**src/tbg_pkg.sv**
```systemverilog
// ----------------------------------------------------------------------------
// tbg_pkg
// Types and constants shared by the tile background pixel generator.
// ----------------------------------------------------------------------------
package tbg_pkg;

	localparam int TILE_BITS   = 4;
	localparam int TILE_SIZE   = 1 << TILE_BITS;
	localparam int SCREEN_ROWS = 240;
	localparam int FLIP_X_BIT  = 0;
	localparam int FLIP_Y_BIT  = 1;
	localparam int DIV_STEPS   = 32;

	localparam int DEF_MAP_ENTRIES    = 1024;
	localparam int DEF_SPRITE_COUNT   = 16;
	localparam int DEF_TILE_KINDS     = 8;
	localparam int DEF_PALETTE_COUNT  = 8;
	localparam int DEF_PALETTE_LENGTH = 8;

	typedef enum logic [2:0] {
		CMD_RENDER     = 3'd0,
		CMD_WR_MAP     = 3'd1,
		CMD_WR_PATTERN = 3'd2,
		CMD_WR_PALETTE = 3'd3,
		CMD_WR_KIND    = 3'd4,
		CMD_SET_TIME   = 3'd5
	} cmd_t;

	typedef enum logic [2:0] {
		REG_SCROLL_X    = 3'd0,
		REG_SCROLL_Y    = 3'd1,
		REG_MAP_WIDTH   = 3'd2,
		REG_MAP_HEIGHT  = 3'd3,
		REG_TRANSPARENT = 3'd4
	} reg_idx_t;

	typedef enum logic [2:0] {
		ST_IDLE,
		ST_RD_MAP,
		ST_RD_PAT,
		ST_RD_PAL,
		ST_DONE,
		ST_TM_CHECK,
		ST_TM_WAIT
	} state_t;

endpackage

```
**src/tbg_divider.sv**
```systemverilog
// ----------------------------------------------------------------------------
// tbg_divider
// Restoring divider, one quotient bit per cycle, returning the low byte.
// ----------------------------------------------------------------------------
module tbg_divider import tbg_pkg::*; (
	input  logic        clk,
	input  logic        arst_n,
	input  logic        start,
	input  logic [31:0] dividend,
	input  logic [7:0]  divisor,
	output logic        done,
	output logic [7:0]  quotient
);

	logic        busy_q;
	logic        done_q;
	logic [4:0]  cnt_q;
	logic [7:0]  rem_q;
	logic [31:0] quo_q;
	logic [8:0]  shifted;
	logic        ge;

	assign shifted = {rem_q, quo_q[31]};
	assign ge      = shifted >= {1'b0, divisor};

	always_ff @(posedge clk or negedge arst_n) begin
		if (!arst_n) begin
			busy_q <= 1'b0;
			done_q <= 1'b0;
			cnt_q  <= '0;
		end else begin
			done_q <= 1'b0;
			if (start) begin
				busy_q <= 1'b1;
				cnt_q  <= '0;
			end else if (busy_q) begin
				cnt_q <= cnt_q + 5'd1;
				if (cnt_q == 5'(DIV_STEPS - 1)) begin
					busy_q <= 1'b0;
					done_q <= 1'b1;
				end
			end
		end
	end

	always_ff @(posedge clk) begin
		if (start) begin
			rem_q <= '0;
			quo_q <= dividend;
		end else if (busy_q) begin
			rem_q <= ge ? 8'(shifted - {1'b0, divisor}) : shifted[7:0];
			quo_q <= {quo_q[30:0], ge};
		end
	end

	assign done     = done_q;
	assign quotient = quo_q[7:0];

endmodule

```
**config.mk**
```make
export PLATFORM = sky130hd
export DESIGN_NAME = tbg_divider
export DESIGN_NICKNAME = d
export VERILOG_FILES = /design/src/tbg_pkg.sv /design/src/tbg_divider.sv
export SDC_FILE = /design/constraint.sdc
export NUM_CORES = 1
export LEC_CHECK = 0
export ABC_CLOCK_PERIOD_IN_PS = 3500
export BUFFER_PORTS_ARGS = -buffer_cell sky130_fd_sc_hd__buf_2
export CORE_MARGIN = 10
export CORE_UTILIZATION = 31
export CTS_CLUSTER_SIZE = 12
export DETAILED_ROUTE_END_ITERATION = 10
export PLACE_DENSITY = 0.57
export SLEW_MARGIN = 40
export SYNTH_ARGS = -nofsm -noshare
export SYNTH_HDL_FRONTEND = slang
export SYNTH_SLANG_ARGS = --single-unit
```
**constraint.sdc**
```tcl
create_clock -name clk -period 3.5 [get_ports clk]
set_input_delay 0.175 -clock clk [delete_from_list [all_inputs] [get_ports clk]]
set_output_delay 0.175 -clock clk [all_outputs]
set_load 0.05 [all_outputs]
```
==> results of run 1 <==
[power by group]
part	internal (W)	switching, W	leakage [nW]	total, W
combinational	0.000267	0.000372	0.745	0.000639
sequential	0.000694	0.0000571	0.496	0.000751
clock	0.000213	0.000192	0.0581	0.000405
total	0.00117	0.000621	1.30	0.00180
[worst max-delay path, stage by stage, from the launching register on]
cell and delay [ns]:
dfxtp_1 0.34, ha_1 0.36, and3_1 0.21, and3_4 0.18, o31ai_2 0.46, nand2_1 0.19
mux2_2 0.30
[placed cells by master (no fill, tap or decap), drive strengths merged, types with 4 or more instances in the layout]
cell type  instances
dfxtp              8
dfrtp              7
a21oi              4
inv               13
a311oi             4
mux2              32
a21o               4
buf               52
and3               4
xor2               4
edfxtp            32
o21ai              9
nand3              5
nand2              9
nor2              23
clkbuf             5
ha                10
[worst paths after layout]
path                                    from   endpoint  slack [ns]  cells past startpoint
worst max-delay path                rem_q[2]   quo_q[0]        1.23                      6
worst min-delay path            dividend[11]  quo_q[11]        0.17                      2
worst max register to register      rem_q[2]   quo_q[0]        1.23                      6
worst min register to register      rem_q[2]   rem_q[2]        0.52                      2
max in group asynchronous             arst_n     busy_q        3.09                      2
min in group asynchronous             arst_n   cnt_q[4]        0.25                      2
[stage by stage]
| step | util [%] | worst slack, ns | power, W |
|---|---|---|---|
| finish | 36.84 | 1.228 | 0.001795 |
| global route | 36.84 | 1.106 | 0.001913 |
| CTS | 36.83 | 1.235 | 0.001808 |
| detailed placement | 35.32 | 1.247 | 0.001399 |
| global placement | 35.32 | 1.305 | 0.001391 |
| floorplan | - | 1.491 | 0.001261 |
[cells by family after synthesis]
family | synth area share (%)
buffers and inverters | 5.682
AOI/OAI and AO/OA | 10.83
DFF | 50.32
adders and majority gates | 5.634
muxes | 15.15
xor gates and xnor gates | 2.040
and+or+nand+nor | 10.35
[registers in the layout, summed over array words and instances, names as in the netlist]
name / flops
rem_q: 8
cnt_q: 5
quo_q: 32
done: 1
busy_q: 1
[layer usage]
metal | part of all wire [%] | GRT usage, % | vias up
met4 | 0.56 | 2.057 | 0
met5 | 0 | 0 | -
met3 | 6.6 | 3.626 | 4
met2 | 46 | 13.33 | 45
met1 | 47 | 11.08 | 848
li1 | - | - | 884
[area by class of cell]
cell class	count	area, um2
Sequential cell	47	1297
Timing Repair Buffer	53	272.8
Fill cell	815	5137
Clock buffer	5	68.82
Multi-Input combinational cell	143	1134
Tap cell	105	131.4
Clock inverter	3	43.79
Inverter	13	48.80
[what timing repair did]
item / in CTS / in global routing
endpoints found under the hold margin: 7 / 0
setup buffers: 0 / 0
hold buffers: 1 / 0
==> results.toml, run 1 <==
[run_status]
status = "finished clean"

[pwr]
p_leak_nw = 1.299
ir_drop_uv = 230.9
cellPowerDensity_nw_per_um2 = 599.2

[grt]
grt_antenna_before_repair = 0
grt_pass1_vias = 1856
grt_usage_pct = 8.711
grt_max_degree = 52
grt_pass1_wl_um = 9114
overflow = 0

[logic_synthesis]
ys_seq_elements = 47
synth-main-ff-cell = "edfxtp_1"
synth_edf_count = 32
synthTopCellsByArea = "edfxtp_1, mux2_2, dfrtp_1"
syn_area_um2 = 2576
yosysSeqAreaShare_pct = 50.32
yosys.area.top_type = "edfxtp_1"
yosys_warnings = 0
synthCells = 220
synthTopCellsByCount = "edfxtp_1, mux2_2, nor2_1"
syn_nets = 274
synth_top_cell_area_share_pct = 37.30
syn_area_per_cell_um2 = 11.71
async_reset_ff_share_pct = 14.89
synthDistinctLibCells = 43

[setup_path]
endpoint_kind = "register"
required_ns = 3.56
startpoint_type = "register"
crit_fanout = 7
path_class = "register to register"
arrival_ns = 2.33

[placed_design]
place_inst = 360
gp_congestion = 0.7777
dpl.hpwl_um = 3943
place_area_um2 = 2873
io_buffers = 51

[cells_and_area]
syn2layout_area_growth_pct = 16.32
layout-drive-gt1-share_pct = 38.26
final_nets = 317
final_cells = 369
diodes = 0
fin_area_um2 = 2997

[clock_network]
htree_num_levels = 2
cts_root_buf = "clkbuf_8"
clk_pin_slew_worst_paths_ns = 0.10
cts_tree = "yes"
clock_latency_ns = 0.30
numCtsBuffers = 5
cts_buffer_depth = 2
cts.sinks = 47
cts-resized-gates = 0

[timing]
timing.hold.ws_ns = 0.1657
period_share_pct = 64.90
max_freq_mhz = 440.2
finalSetupTns_ns = 0
drv_slew = 0
worstMarginPinSlew_ns = 0.7506
rsz0062_at_grt = "no"
slew_headroom_pct = 49.96
fin_crit_ns = 2.272
finClkSkew_ns = 0.007296
finalHoldViolations = 0
setup_violations = 0

[drt]
vias_per_cell = 4.827
drc = 0
drtIter0Drc = 91
firstDrtPassIters = 4
drt-wirelength-per-cell_um = 14.64
ant_nets = 0
vias = 1781
wl_um = 5401

[die]
die_x_um = 111.2
io_pins = 52
dieArea_um2 = 12360
dieHeight_um = 111.2
rows = 33
start_util_pct = 31.67
core-area_um2 = 8134

[min_path]
worstHoldPathType = "input port to register"

[job]
cap_violations = 0
(Power assumes the default switching activity.)
==> inputs of run 2 (changes only) <==
ABC_AREA = 1   (was default)
ABC_CLOCK_PERIOD_IN_PS = 2100   (was 3500)
clock period = 2.1 ns   (was 3.5 ns; I/O delays follow)
==> results.toml, run 2 <==
[die]
core-area_um2 = 8134
io_pins = 52
rows = 33
start_util_pct = 31.58
die_x_um = 111.0
dieHeight_um = 111.0
dieArea_um2 = 12330

[setup_path]
path_cells = "ha_1, or2_4, nand3_2, nand2_2, nand2_4, nand2_8, nand2_1, nand3_1, nand2_1"
cp_common_cell = "nand2_1"
endpoint_kind = "register"
critPathBufInv = 0
slowest_stage = "ha_1"
path_class = "register to register"
required_ns = 2.35
reg2reg_slack_ns = 0.44
r2r_end = "rem_q[3]"
cpPeakStageDelay_ns = 0.35
cpLargestDelayFamily = "simple AND/OR/NAND/NOR gates"
worst_r2r_path_depth = 9
crit_fanout = 10
startpoint_type = "register"
arrival_ns = 1.91
r2r_start = "rem_q[1]"

[logic_synthesis]
syn_area_um2 = 2569
syn_area_per_cell_um2 = 8.394
yosys.area.top_type = "edfxtp_1"
synthTopCellsByCount = "nand2_1, edfxtp_1, inv_1"
ys_seq_elements = 47
synthTopCellsByArea = "edfxtp_1, nand2_1, dfrtp_1"
synth_edf_count = 32
yosysSeqAreaShare_pct = 50.46
synthDistinctLibCells = 31
yosys_warnings = 0
synth.most_common_cell = "nand2_1"
syn_nets = 360
synth_top_cell_area_share_pct = 37.41
synthCells = 306
synth-main-ff-cell = "edfxtp_1"
async_reset_ff_share_pct = 14.89

[min_path]
holdPathEnd = "quo_q[22]"
hold_depth = 3
hp-start = "dividend[22]"
worstHoldPathType = "input port to register"

[clock_network]
cts.sinks = 47
clk_pin_slew_worst_paths_ns = 0.10
cts_buffer_depth = 2
numCtsBuffers = 5
htree_num_levels = 2
clock_latency_ns = 0.31
postCtsSetupBuffers = 0
cts-resized-gates = 0
cts_tree = "yes"
cts_root_buf = "clkbuf_8"

[timing]
fin_ws_ns = 0.4350
setup_violations = 0
worstMarginPinSlew_ns = 0.4777
fin_crit_ns = 1.665
finalHoldViolations = 0
slew_headroom_pct = 68.12
drv_slew = 0
finClkSkew_ns = 0.01468
finalSetupTns_ns = 0
period_share_pct = 79.28
rsz0062_at_grt = "no"
max_freq_mhz = 600.6

[pwr]
cellPowerDensity_nw_per_um2 = 1007
power_w = 0.003031
p_leak_nw = 1.562
ir_drop_uv = 285.3

[grt]
grt_pass1_wl_um = 9653
grt_pass1_vias = 2092
grt_usage_pct = 9.175
grt_max_degree = 34
overflow = 0
grt_antenna_before_repair = 0

[placed_design]
io_buffers = 51
gp_congestion = 0.8547
dpl.hpwl_um = 4245
place_area_um2 = 2892
pre_cts_ws_ns = 0.4485

[cells_and_area]
fin_area_um2 = 3012
largest_reg_flops = 32
regMostFlops = "quo_q"
final_nets = 408
diodes = 0
final_common_cell = "nand2_1"
fillers = 826
layout-drive-gt1-share_pct = 21.13
reg_top3 = "quo_q (32), rem_q (8), cnt_q (5)"
syn2layout_area_growth_pct = 17.24
final_cell_mix = "nand2_1, buf_2, edfxtp_1"
utilization_pct = 37.03

[drt]
vias_per_cell = 4.413
drtIter0Drc = 69
drc = 0
route.met2.wl_um = 2627
ant_nets = 0
top_layer = "met4"
wl_um = 5576
firstDrtPassIters = 4
drt-wirelength-per-cell_um = 12.12
vias = 2030
dr_wl_met3_um = 283
m1WireLength_um = 2575

[run_status]
status = "finished clean"

[job]
cap_violations = 0
-- run 2: changes by cell type in the layout (fill, tap and decap cells not counted), moves of 4 or more --
cell      before  now
nand3b_1       0    7
o21ai_0        9    2
nor3_1         0    5
buf_4          1    5
nor2_1        23    8
a311oi_1       4    0
mux2_2        32    0
nand3_1        5   16
nand2_1        9  143
inv_1         13   27
-- run 2: timing repair --
action,CTS,global route
endpoints found under the setup margin,0,0
hold buffers,1,0
hold endpoints to repair,7,0
-- run 2: per-layer routing --
metal	vias up	global-route usage [%]
met3	6	2.652
met1	921	11.19
met2	43	14.86
met4	0	3.599
li1	1060	-
met5	-	0
-- run 2: area by class of cell --
class / count / area [um2] / area share, %
repair buffers: 57 / 302.8 / 10.05
inverters: 28 / 105.1 / 3.490
clock buffers: 6 / 72.57 / 2.410
flip-flops and latches: 47 / 1296 / 43.04
clock inverters: 2 / 37.54 / 1.246
multi-input cells: 215 / 1066 / 35.40
well taps: 105 / 131.4 / 4.362
-- run 2: cells by family (layout without fill, tap and decap cells) --
family / Yosys count / count (layout) / share of synthesized area [%]
buffers and inverters: 44 / 93 / 8.037
DFF: 47 / 47 / 50.46
adders and majority gates: 11 / 11 / 5.650
xor gates and xnor gates: 3 / 3 / 1.023
and+or+nand+nor: 193 / 193 / 33.03
AOI/OAI and AO/OA: 8 / 8 / 1.802
-- run 2: worst reg2reg max path, stage by stage, from the launching register on --
cell	delay, ns
dfxtp_1	0.34
ha_1	0.35
or2_4	0.26
nand3_2	0.10
nand2_2	0.08
nand2_4	0.16
nand2_8	0.09
nand2_1	0.08
nand3_1	0.07
nand2_1	0.08
-- run 2: power breakdown --
group | switching [W] | total (W) | internal [W]
Clock | 0.000315 | 0.000671 | 0.000356
Combinational | 0.000697 | 0.00114 | 0.000442
Sequential | 0.0000805 | 0.00122 | 0.00114
Total | 0.00109 | 0.00303 | 0.00194
-- run 2: worst max path at each step --
stage	startpoint	end	slack, ns	cells past startpoint
after floorplan	busy_q	quo_q[0]	0.55	2
after global placement	rem_q[1]	quo_q[0]	0.44	6
after detailed placement	rem_q[1]	quo_q[0]	0.45	6
after CTS	rem_q[1]	rem_q[3]	0.43	9
after global routing	rem_q[1]	rem_q[2]	0.31	9
final	rem_q[1]	rem_q[3]	0.44	9
-- run 2: per-stage QoR --
step / hold WS, ns / instances
2_1_floorplan: -0.1906 / 306
3_3_place_gp: -0.04089 / 451
3_5_place_dp: -0.04100 / 451
4_1_cts: 0.05191 / 460
5_1_grt: 0.04581 / 460
6_report: 0.05670 / 460
